[src/sv/xcfr_pkg.sv]
// ----------------------------------------------------------------------------
// xcfr_pkg
// Shared types and constants of the XOR checked frame receiver.
// ----------------------------------------------------------------------------
`timescale 1ns / 1ps

package xcfr_pkg;

  localparam int MAX_FRAME_LEN_DEF = 64;

  localparam logic [7:0] PREAMBLE_RST = 8'hBD;
  localparam logic [7:0] CMD_LIMIT_RST = 8'h10;

  localparam logic [0:0] REG_PREAMBLE = 1'b0;
  localparam logic [0:0] REG_CMD_LIMIT = 1'b1;

  localparam logic [1:0] V_OK = 2'd0;
  localparam logic [1:0] V_BAD_CMD = 2'd1;
  localparam logic [1:0] V_CHECKSUM = 2'd2;
  localparam logic [1:0] V_LENGTH = 2'd3;

  typedef struct packed {
    logic [7:0] preamble_value;
    logic [7:0] command_limit;
  } cfg_t;

  typedef struct packed {
    logic       valid;
    logic [7:0] rx_byte;
  } item_t;

endpackage

[src/sv/xcfr_regs.sv]
// ----------------------------------------------------------------------------
// xcfr_regs
// APB register file: preamble value and command limit.
// ----------------------------------------------------------------------------
`timescale 1ns / 1ps

module xcfr_regs (
  input  logic                clk,
  input  logic                rst,
  input  logic                psel,
  input  logic                penable,
  input  logic                pwrite,
  input  logic [2:0]          paddr,
  input  logic [31:0]         pwdata,
  output logic [31:0]         prdata,
  output logic                pready,
  output xcfr_pkg::cfg_t      cfg
);

  logic wr_en;

  assign pready = 1'b1;
  assign wr_en  = psel && penable && pwrite;

  always_ff @(posedge clk) begin
    if (rst) begin
      cfg.preamble_value <= xcfr_pkg::PREAMBLE_RST;
      cfg.command_limit  <= xcfr_pkg::CMD_LIMIT_RST;
    end else if (wr_en) begin
      case (paddr[2])
        xcfr_pkg::REG_PREAMBLE:  cfg.preamble_value <= pwdata[7:0];
        xcfr_pkg::REG_CMD_LIMIT: cfg.command_limit  <= pwdata[7:0];
        default: ;
      endcase
    end
  end

  always_comb begin
    case (paddr[2])
      xcfr_pkg::REG_PREAMBLE:  prdata = {24'd0, cfg.preamble_value};
      xcfr_pkg::REG_CMD_LIMIT: prdata = {24'd0, cfg.command_limit};
      default:                 prdata = 32'd0;
    endcase
  end

endmodule

[src/sv/xcfr_in_stage.sv]
// ----------------------------------------------------------------------------
// xcfr_in_stage
// Input register: holds one received byte until the core takes it.
// ----------------------------------------------------------------------------
`timescale 1ns / 1ps

module xcfr_in_stage (
  input  logic                clk,
  input  logic                rst,
  input  logic                s_tvalid,
  output logic                s_tready,
  input  logic [7:0]          s_tdata,
  input  logic                take,
  output xcfr_pkg::item_t     item
);

  assign s_tready = !item.valid || take;

  always_ff @(posedge clk) begin
    if (rst) begin
      item.valid <= 1'b0;
    end else if (s_tready) begin
      item.valid <= s_tvalid;
    end
    if (s_tready && s_tvalid) begin
      item.rx_byte <= s_tdata;
    end
  end

endmodule

[src/sv/xcfr_core.sv]
// ----------------------------------------------------------------------------
// xcfr_core
// Frame state machine, XOR checksum and result register.
// ----------------------------------------------------------------------------
`timescale 1ns / 1ps

module xcfr_core #(
  parameter int MAX_FRAME_LEN = xcfr_pkg::MAX_FRAME_LEN_DEF
) (
  input  logic                clk,
  input  logic                rst,
  input  xcfr_pkg::cfg_t      cfg,
  input  xcfr_pkg::item_t     item,
  output logic                take,
  output logic                m_tvalid,
  input  logic                m_tready,
  output logic [15:0]         m_tdata,
  output logic                m_tlast,
  output logic [1:0]          m_tuser
);

  localparam int POS_W = $clog2(MAX_FRAME_LEN);
  localparam logic [5:0] IDX_PREAMBLE = 6'd0;
  localparam logic [5:0] IDX_LENGTH = 6'd1;
  localparam logic [8:0] MAX_LEN_9 = 9'(MAX_FRAME_LEN);

  typedef enum logic [1:0] {
    HUNT,
    LEN,
    BODY
  } phase_t;

  phase_t           phase, phase_next;
  logic [POS_W-1:0] position, position_next;
  logic [POS_W-1:0] frame_length, frame_length_next;
  logic [7:0]       running_xor, running_xor_next;
  logic [7:0]       command_code, command_code_next;

  logic [7:0]       b;
  logic [POS_W-1:0] pos_inc;
  logic [7:0]       pos_w8;
  logic             len_bad;
  logic             last_hit;
  logic             emit;
  logic [5:0]       idx;
  logic             fend;
  logic [1:0]       verd;
  logic             out_free;

  logic [7:0]       obyte;
  logic [5:0]       oidx;
  logic             oend;
  logic [1:0]       overd;

  assign b        = item.rx_byte;
  assign pos_inc  = position + POS_W'(1);
  assign pos_w8   = 8'(pos_inc);
  assign len_bad  = (b < 8'd2) || ((9'(b) + 9'd2) > MAX_LEN_9);
  assign last_hit = {1'b0, pos_inc} >= ({1'b0, frame_length} + (POS_W+1)'(1));
  assign out_free = !m_tvalid || m_tready;
  assign take     = item.valid && (out_free || !emit);

  always_comb begin
    phase_next        = phase;
    position_next     = position;
    frame_length_next = frame_length;
    running_xor_next  = running_xor;
    command_code_next = command_code;
    emit              = 1'b0;
    idx               = IDX_PREAMBLE;
    fend              = 1'b0;
    verd              = xcfr_pkg::V_OK;
    case (phase)
      LEN: begin
        emit = 1'b1;
        idx  = IDX_LENGTH;
        if (len_bad) begin
          fend          = 1'b1;
          verd          = xcfr_pkg::V_LENGTH;
          phase_next    = HUNT;
          position_next = '0;
        end else begin
          frame_length_next = POS_W'(b);
          running_xor_next  = running_xor ^ b;
          position_next     = POS_W'(1);
          phase_next        = BODY;
        end
      end
      BODY: begin
        emit          = 1'b1;
        idx           = pos_w8[5:0];
        position_next = pos_inc;
        if (pos_inc == POS_W'(2)) begin
          command_code_next = b;
        end
        if (last_hit) begin
          fend = 1'b1;
          if (command_code_next >= cfg.command_limit) begin
            verd = xcfr_pkg::V_BAD_CMD;
          end else if (b != running_xor) begin
            verd = xcfr_pkg::V_CHECKSUM;
          end
          phase_next    = HUNT;
          position_next = '0;
        end else begin
          running_xor_next = running_xor ^ b;
        end
      end
      default: begin
        // hunting; the spare code behaves the same
        phase_next = HUNT;
        if (b == cfg.preamble_value) begin
          emit              = 1'b1;
          phase_next        = LEN;
          position_next     = '0;
          running_xor_next  = b;
          command_code_next = 8'd0;
        end
      end
    endcase
  end

  always_ff @(posedge clk) begin
    if (rst) begin
      phase        <= HUNT;
      position     <= '0;
      frame_length <= '0;
      running_xor  <= 8'd0;
      command_code <= 8'd0;
      m_tvalid     <= 1'b0;
    end else begin
      if (take) begin
        phase        <= phase_next;
        position     <= position_next;
        frame_length <= frame_length_next;
        running_xor  <= running_xor_next;
        command_code <= command_code_next;
      end
      if (take && emit) begin
        m_tvalid <= 1'b1;
      end else if (m_tready) begin
        m_tvalid <= 1'b0;
      end
    end
  end

  always_ff @(posedge clk) begin
    if (take && emit) begin
      obyte <= b;
      oidx  <= idx;
      oend  <= fend;
      overd <= verd;
    end
  end

  assign m_tdata = {2'b00, oidx, obyte};
  assign m_tlast = oend;
  assign m_tuser = overd;

endmodule

[src/sv/xor_checked_frame_receiver.sv]
// ----------------------------------------------------------------------------
// xor_checked_frame_receiver
// Hunts for a preamble, reads a length byte, passes the frame bytes through
// with their index and gives a command / checksum / length verdict at the end.
//
//   channel   dir  handshake          payload
//   s_*       in   tvalid/tready      tdata[7:0] rx_byte
//   m_*       out  tvalid/tready      tdata: frame_byte, byte_index; tlast; tuser
//   apb       in   psel/penable       paddr 0 preamble_value, 4 command_limit
//
// One item per cycle sustained while the output is not stalled; each result
// passes through the input register, then the result register.
// Bytes dropped while hunting give no result.
// Synchronous reset returns to hunting and empties both registers.
// With m_tready low the result holds, the input register fills, then s_tready
// drops.
// ----------------------------------------------------------------------------
`timescale 1ns / 1ps

module xor_checked_frame_receiver #(
  parameter int MAX_FRAME_LEN = xcfr_pkg::MAX_FRAME_LEN_DEF
) (
  input  logic        clk,
  input  logic        rst,
  input  logic        s_tvalid,
  output logic        s_tready,
  input  logic [7:0]  s_tdata,   // [7:0] rx_byte
  output logic        m_tvalid,
  input  logic        m_tready,
  output logic [15:0] m_tdata,   // [7:0] frame_byte, [13:8] byte_index, [15:14] zero
  output logic        m_tlast,   // frame_end
  output logic [1:0]  m_tuser,   // [1:0] verdict
  input  logic        psel,
  input  logic        penable,
  input  logic        pwrite,
  input  logic [2:0]  paddr,
  input  logic [31:0] pwdata,
  output logic [31:0] prdata,
  output logic        pready
);

  xcfr_pkg::cfg_t  cfg;
  xcfr_pkg::item_t item;
  logic            take;

  xcfr_regs u_regs (
    .clk     (clk),
    .rst     (rst),
    .psel    (psel),
    .penable (penable),
    .pwrite  (pwrite),
    .paddr   (paddr),
    .pwdata  (pwdata),
    .prdata  (prdata),
    .pready  (pready),
    .cfg     (cfg)
  );

  xcfr_in_stage u_in (
    .clk      (clk),
    .rst      (rst),
    .s_tvalid (s_tvalid),
    .s_tready (s_tready),
    .s_tdata  (s_tdata),
    .take     (take),
    .item     (item)
  );

  xcfr_core #(
    .MAX_FRAME_LEN (MAX_FRAME_LEN)
  ) u_core (
    .clk      (clk),
    .rst      (rst),
    .cfg      (cfg),
    .item     (item),
    .take     (take),
    .m_tvalid (m_tvalid),
    .m_tready (m_tready),
    .m_tdata  (m_tdata),
    .m_tlast  (m_tlast),
    .m_tuser  (m_tuser)
  );

endmodule

[config.mk]
export PLATFORM = sky130hd
export DESIGN_NAME = xor_checked_frame_receiver
export DESIGN_NICKNAME = d
export VERILOG_FILES = /design/src/sv/xcfr_pkg.sv /design/src/sv/xcfr_regs.sv /design/src/sv/xcfr_in_stage.sv /design/src/sv/xcfr_core.sv /design/src/sv/xor_checked_frame_receiver.sv
export SDC_FILE = /design/constraint.sdc
export NUM_CORES = 1
export LEC_CHECK = 0
export CORE_ASPECT_RATIO = 1.25
export CORE_MARGIN = 4
export CORE_UTILIZATION = 65
export CTS_BUF_LIST = sky130_fd_sc_hd__clkbuf_2 sky130_fd_sc_hd__clkbuf_4 sky130_fd_sc_hd__clkbuf_8
export DETAILED_ROUTE_END_ITERATION = 10
export DONT_BUFFER_PORTS = 1
export PLACE_DENSITY = 0.81
export SYNTH_ARGS = -nofsm -noshare
export SYNTH_HDL_FRONTEND = slang
export SYNTH_HIERARCHICAL = 1
export SYNTH_SLANG_ARGS = --single-unit
[constraint.sdc]
create_clock -name clk -period 6.6 [get_ports clk]
set_input_delay 0.33 -clock clk [delete_from_list [all_inputs] [get_ports clk]]
set_output_delay 0.33 -clock clk [all_outputs]
set_load 0.02 [all_outputs]
Word level (Yosys, flattened, before mapping)
Cells that the tools add are included.
W data, S select, Z words.

cells by class
  add/sub/neg operators = 3
  multipliers = 0
  divide/modulo/power cells = 0
  magnitude comparators = 4
  equal/unequal tests = 8
  shift-type cells = 0
  muxes and demuxes = 30
  bitwise gates (word level) = 4
  reductions and logical operators = 23

operator list
  cell                   count
  $pmux W32 S2           1
  $mux W8                6
  $pmux W8 S2            2
  $pmux W6 S2            2
  $mux W2                6
  $mux W6                2
  $add A8 B2 Y9 const B  1
  $gt A9 B7 Y1 const B   1
  $eq A8 B8 Y1           1
  $ge A8 B8 Y1           1
  $lt A8 B2 Y1 const B   1
  $mux W1                8
  $ne A8 B8 Y1           1
  $pmux W2 S2            2
  $reduce_and A2 Y1      4
  $xor A8 B8 Y8          1
  $add A6 B1 Y7 const B  1
  $ge A6 B7 Y1           1
  $add A6 B1 Y6 const B  1
  $eq A6 B2 Y1 const B   1
  $reduce_and A3 Y1      2
  $logic_and A1 B1 Y1    5
  $logic_or A1 B1 Y1     4
  $ne A2 B2 Y1 const B   2
  10 further kinds       15

word-level totals
  flip-flop bits (word level) = 73
  bits in latches = 0
  RAM bits = 0
  bits in read-only memories = 0
  input port bits = 50
  output and inout bits = 54
  logic and storage cells = 86
  memories kept = 0

Depth between registers and ports, before layout
  word-level depth = 8
  depth in mapped cells = 13
  depth with buffers taken out = 13

By module
Netlist, hierarchy kept.

by module, submodules not included
  module         instances  cells an instance  area each (sq um)  sequential area each (sq um)
  xcfr_core      1          331                3149.3             1131.1
  xcfr_regs      1          105                996.0              320.3
  xcfr_in_stage  1          13                 295.3              260.2

Worst setup path before layout
OpenSTA, ideal clock, no wires.

  path type = reg2reg
  start = register u_core.position[0]
  end = register u_core.overd[0], in the netlist u_core/m_tuser[0], data pin
  setup time = 260 ps
  arrival time = 2644 ps
  required time = 6340 ps
  setup slack = 3696 ps
  cell stages (with the launch flop) = 13
  path buffers = 0
  period minus slack after synthesis = 2904 ps
  cell sequence = dfxtp_1 -> ha_1 -> or2_1 -> o21ai_1 -> a21oi_1 -> nor3_4 -> mux2_2 -> ha_1 -> a21o_1 -> a31oi_1 -> o21ai_0 -> a31oi_1 -> o2bb2ai_1

on the way
  cells in the longest elaborated chain, start to end = 8
  elaborated cells on any way between the ends = 9
  classes of those cells = add/sub (1); order compare (2); eq/ne (1); mux (5)

RTL lines
  what                    line              source
  from (decl)             xcfr_core.sv:34   logic [POS_W-1:0] position, position_next;
  from (signal assigned)  xcfr_core.sv:134  position <= position_next;
  $add A6 B1 Y6 (*)       xcfr_core.sv:56   assign pos_inc = position + POS_W'(1);
  $eq A6 B2 Y1            xcfr_core.sv:93   if (pos_inc == POS_W'(2)) begin
  $mux W8                 xcfr_core.sv:93
  $mux W8                 xcfr_core.sv:73   case (phase)
  $ge A8 B8 Y1            xcfr_core.sv:98   if (command_code_next >= cfg.command_limit) begin
  $mux W2                 xcfr_core.sv:98
  $mux W2 (*)             xcfr_core.sv:96   if (last_hit) begin
  $pmux W2 S2 (*)         xcfr_core.sv:73
  via u_core.verd[0]      xcfr_core.sv:47   logic [1:0] verd;
  to (signal assigned)    xcfr_core.sv:152  overd <= verd;
  to (decl)               xcfr_core.sv:53   logic [1:0] overd;

Mark *: on every way through the listed nets, which the timed path passes. The rest lies on a longest branch. The select of a mux whose other input is x is not followed.
A chain may end at the register's enable or synchronous reset.

Worst setup path in the final report
Ends and elaborated chain as after synthesis.

==> run_results.csv <==
group,metric,value,unit
detailed_routing,detail_route.wl_per_cell,18.3,um
sta,fmax,0.293,GHz
run_status,status,"completed",
yosys,synth_edf_count,25,
critical_path,worstSetupStartpointType,"flip-flop",
finish,final_util,0.678,
grt,grt_max_degree,66,
floorplanning,die_x,81.9,um
clock_tree,cts.sinks,73,
sta,post-route-period-util,0.518,
grt,grt_pass1_wl,15.7,mm
finish,stdcell_count,525,
clock_tree,ctsResizeCount,0,
detailed_routing,avgViaCountPerCell,6.22,
floorplanning,start_util,0.672,
detailed_routing,m1WireLength,3.86,mm
sta,setup_viol,0,
clock_tree,ctsHtreeMaxLevel,3,
critical_path,timing.critical_path.required,6680,ps
finish,fin_nets,502,
sta,fin_tns_setup,0,ps
yosys,ys_top_cells_by_count,"dfxtp_1 (48), nor2_1 (31), mux2i_1 (30)",
finish,antennaDiodeCount,0,
critical_path,arrival,3500,ps
pwr,finalPower,0.910,mW
critical_path,critPathSlowestCell,"nor3_4",
pwr,power.leakage,1.78,nW
place,io_buffers,0,
floorplanning,core_area,6610,sq um
worst_hold_path,hold_path_end,"u_core/m_tvalid$_SDFFE_PP0P_",
critical_path,cp_cell_sequence,"ha_1 -> or2_1 -> o21ai_1 -> a21oi_1 -> nor3_4 -> mux2_2 -> ha_1 -> a21o_1 -> a31oi_1 -> o21ai_0 -> a31oi_1 -> o2bb2ai_1",
floorplanning,num_io_pins,104,
clock_tree,cts_buffers,9,
sta,fin_crit,3420,ps
critical_path,r2r_slack,3180,ps
critical_path,crit_buf_inv,0,
sta,slew_violations,0,
sta,skew,13.8,ps
pwr,power_density,203,nW/um^2
yosys,synthTopCellsByArea,"dfxtp_1 (22%), edfxtp_1 (17%), mux2i_1 (6.8%)",
detailed_routing,drcViolationCount,0,
worst_hold_path,min-delay-start,"rst",
critical_path,worstRegToRegCells,12,
detailed_routing,drt-pass1-iter-count,4,
detailed_routing,met3_length,590,um
worst_hold_path,hold_class,"in2reg",
clock_tree,clockRootBuffer,"clkbuf_8",
critical_path,r2r_start,"u_core/position[0]$_SDFFE_PP0P_",
yosys,syn_area_per_cell,9.89,sq um
yosys,syn_area,4440,sq um
yosys,yosysMostFrequentCell,"dfxtp_1",
critical_path,worst_r2r_endpoint,"u_core/m_tuser[0]$_DFFE_PP_",
yosys,syn_inst,449,
sta,tightest_slew,791,ps
clock_tree,cts_setup_buffers,0,
detailed_routing,vias,3264,
critical_path,path_max_fanout,9,
place,gp_congestion,0.883,
critical_path,crit_family,"compound AO/OA/AOI/OAI gates",
clock_tree,clk-insertion-delay-late,350,ps
place,hpwl,6.86,mm
critical_path,end_kind,"flip-flop",
sta,rsz0062_at_grt,"no",
pwr,ir_drop,0.139,mV
critical_path,path_depth,12,
detailed_routing,highest_layer,"met4",
yosys,synth.top_cell.area_share,0.216,
sta,hold_viol,0,
floorplanning,num_rows,33,
yosys,yosysWarnings,6,
sta,timing.slew.headroom,0.473,
clock_tree,clk_pin_slew,90,ps
floorplanning,die_h,100,um
yosys,synthArstFlopShare,0,
yosys,synth_ff_type,"dfxtp_1",
detailed_routing,routed_wl,9.59,mm
grt,grt_pass1_vias,3380,
finish,area_growth,0.902,%
critical_path,criticalPathCategory,"reg2reg",
yosys,seq_area_frac_synth,0.385,
detailed_routing,first_iter_violations,212,
flow_run,maxCapViolCount,0,
yosys,ys_ff_latch,73,
place,post-place-cells,509,
detailed_routing,dr_wl_met2,4.85,mm
clock_tree,cts_buffer_depth,2,
worst_hold_path,worstHoldPathCells,1,
critical_path,slowest_delay,490,ps
grt,antenna_found_initial,0,
floorplanning,dieArea,8230,sq um
grt,overflow,0,
detailed_routing,ant_nets,0,
yosys,yosysTopAreaCell,"dfxtp_1",
clock_tree,cts_tree,"built",
grt,grt_usage,0.248,
finish,layout-drive-gt1-share,0.100,
clock_tree,cts_hold_buf,0,
yosys,synth_cell_types,63,
registers in the layout, indices dropped and copies added (netlist names):
name / cells
u_core/oidx: 6
u_core/m_tuser: 2
u_core/m_tvalid: 1
u_core/phase: 2
u_core/command_code: 8
u_core/obyte: 8
u_core/position: 6
u_core/running_xor: 8
u_regs/cfg: 16
u_core/m_tlast: 1
u_in/item: 9
u_core/frame_length: 6
power by group:
part,internal [mW],switching (mW),total (mW)
combinational,0.0173,0.0363,0.0537
sequential,0.470,0.0136,0.483
clock,0.182,0.191,0.373
total,0.669,0.241,0.910
layout by cell type (no fill, tap or decap), types with 2 or more instances in the layout:
cell / Yosys / layout
a2111oi_0: 7 / 7
a21o_1: 5 / 5
a21oi_1: 12 / 12
a21oi_2: 3 / 3
a221oi_1: 6 / 6
a22o_1: 9 / 9
a31oi_1: 2 / 2
and2_1: 5 / 5
and3_1: 10 / 10
clkbuf_8: 0 / 9
conb_1: 3 / 27
dfxtp_1: 48 / 48
edfxtp_1: 25 / 25
ha_1: 19 / 19
inv_1: 23 / 23
inv_6: 0 / 3
mux2_2: 15 / 15
mux2i_1: 30 / 30
nand2_1: 17 / 17
nand2b_1: 29 / 29
nand3_1: 15 / 15
nand4_1: 3 / 3
nand4b_1: 3 / 3
nor2_1: 31 / 31
nor2b_1: 15 / 15
nor3_1: 2 / 2
nor4_4: 2 / 2
nor4b_1: 2 / 2
o21ai_0: 10 / 10
o21ai_1: 2 / 2
or3_1: 2 / 2
xnor2_1: 2 / 2
xor2_1: 14 / 14
worst reg2reg max path, stage by stage (launching register included):
cell and delay [ps]:
dfxtp_1 380, ha_1 290, or2_1 230, o21ai_1 70, a21oi_1 150, nor3_4 490, mux2_2 400, ha_1 300
a21o_1 180, a31oi_1 140, o21ai_0 120, a31oi_1 260, o2bb2ai_1 150
worst max-delay path by stage:
stage	end	slack (ps)	start
detailed placement	u_core/m_tuser[0]$_DFFE_PP_	3300	u_core/position[0]$_SDFFE_PP0P_
finish	u_core/m_tuser[0]$_DFFE_PP_	3180	u_core/position[0]$_SDFFE_PP0P_
CTS	u_core/m_tuser[0]$_DFFE_PP_	3240	u_core/position[0]$_SDFFE_PP0P_
global route	u_core/m_tuser[0]$_DFFE_PP_	2920	u_core/position[0]$_SDFFE_PP0P_
floorplan	u_core/m_tuser[0]$_DFFE_PP_	3700	u_core/position[0]$_SDFFE_PP0P_
global placement	u_core/m_tuser[0]$_DFFE_PP_	3380	u_core/position[0]$_SDFFE_PP0P_
per-stage QoR:
| step | worst slack, ps | cell area [sq um] | hold slack (ps) |
|---|---|---|---|
| final | 3180 | 4480 | 46.4 |
| after global routing | 2920 | 4480 | 16.2 |
| after CTS | 3240 | 4480 | 30.0 |
| after global placement | 3380 | 4270 | 402 |
| after floorplan | 3700 | 4530 | 392 |
| after detailed placement | 3300 | 4270 | 407 |
cells by family (layout without fill, tap and decap cells):
family,count (synthesis),count (layout),synth area share
XOR/XNOR,17,17,0.0352
multiplexers,45,45,0.106
buffers and inverters,75,40,0.104
flip-flops,73,73,0.385
AO/OA/AOI/OAI,70,70,0.120
AND/OR/NAND/NOR,147,147,0.194
adder cells (fa/ha/maj),19,19,0.0535
other,3,27,0.00254
area by class of cell:
cell class / count / area [sq um]
Clock buffer: 9 / 124
Clock inverter: 7 / 83.8
Fill cell: 522 / 2130
Inverter: 23 / 86.3
Multi-Input combinational cell: 325 / 2360
Sequential cell: 73 / 1710
Tap cell: 87 / 109
Timing Repair Buffer: 1 / 7.51
routing by layer:
| layer | vias to the layer above | track usage |
|---|---|---|
| li1 | 1515 | - |
| met1 | 1588 | 0.278 |
| met2 | 131 | 0.418 |
| met3 | 30 | 0.0727 |
| met4 | 0 | 0.133 |
| met5 | - | 0 |
Power figures use the tool's default switching activity.
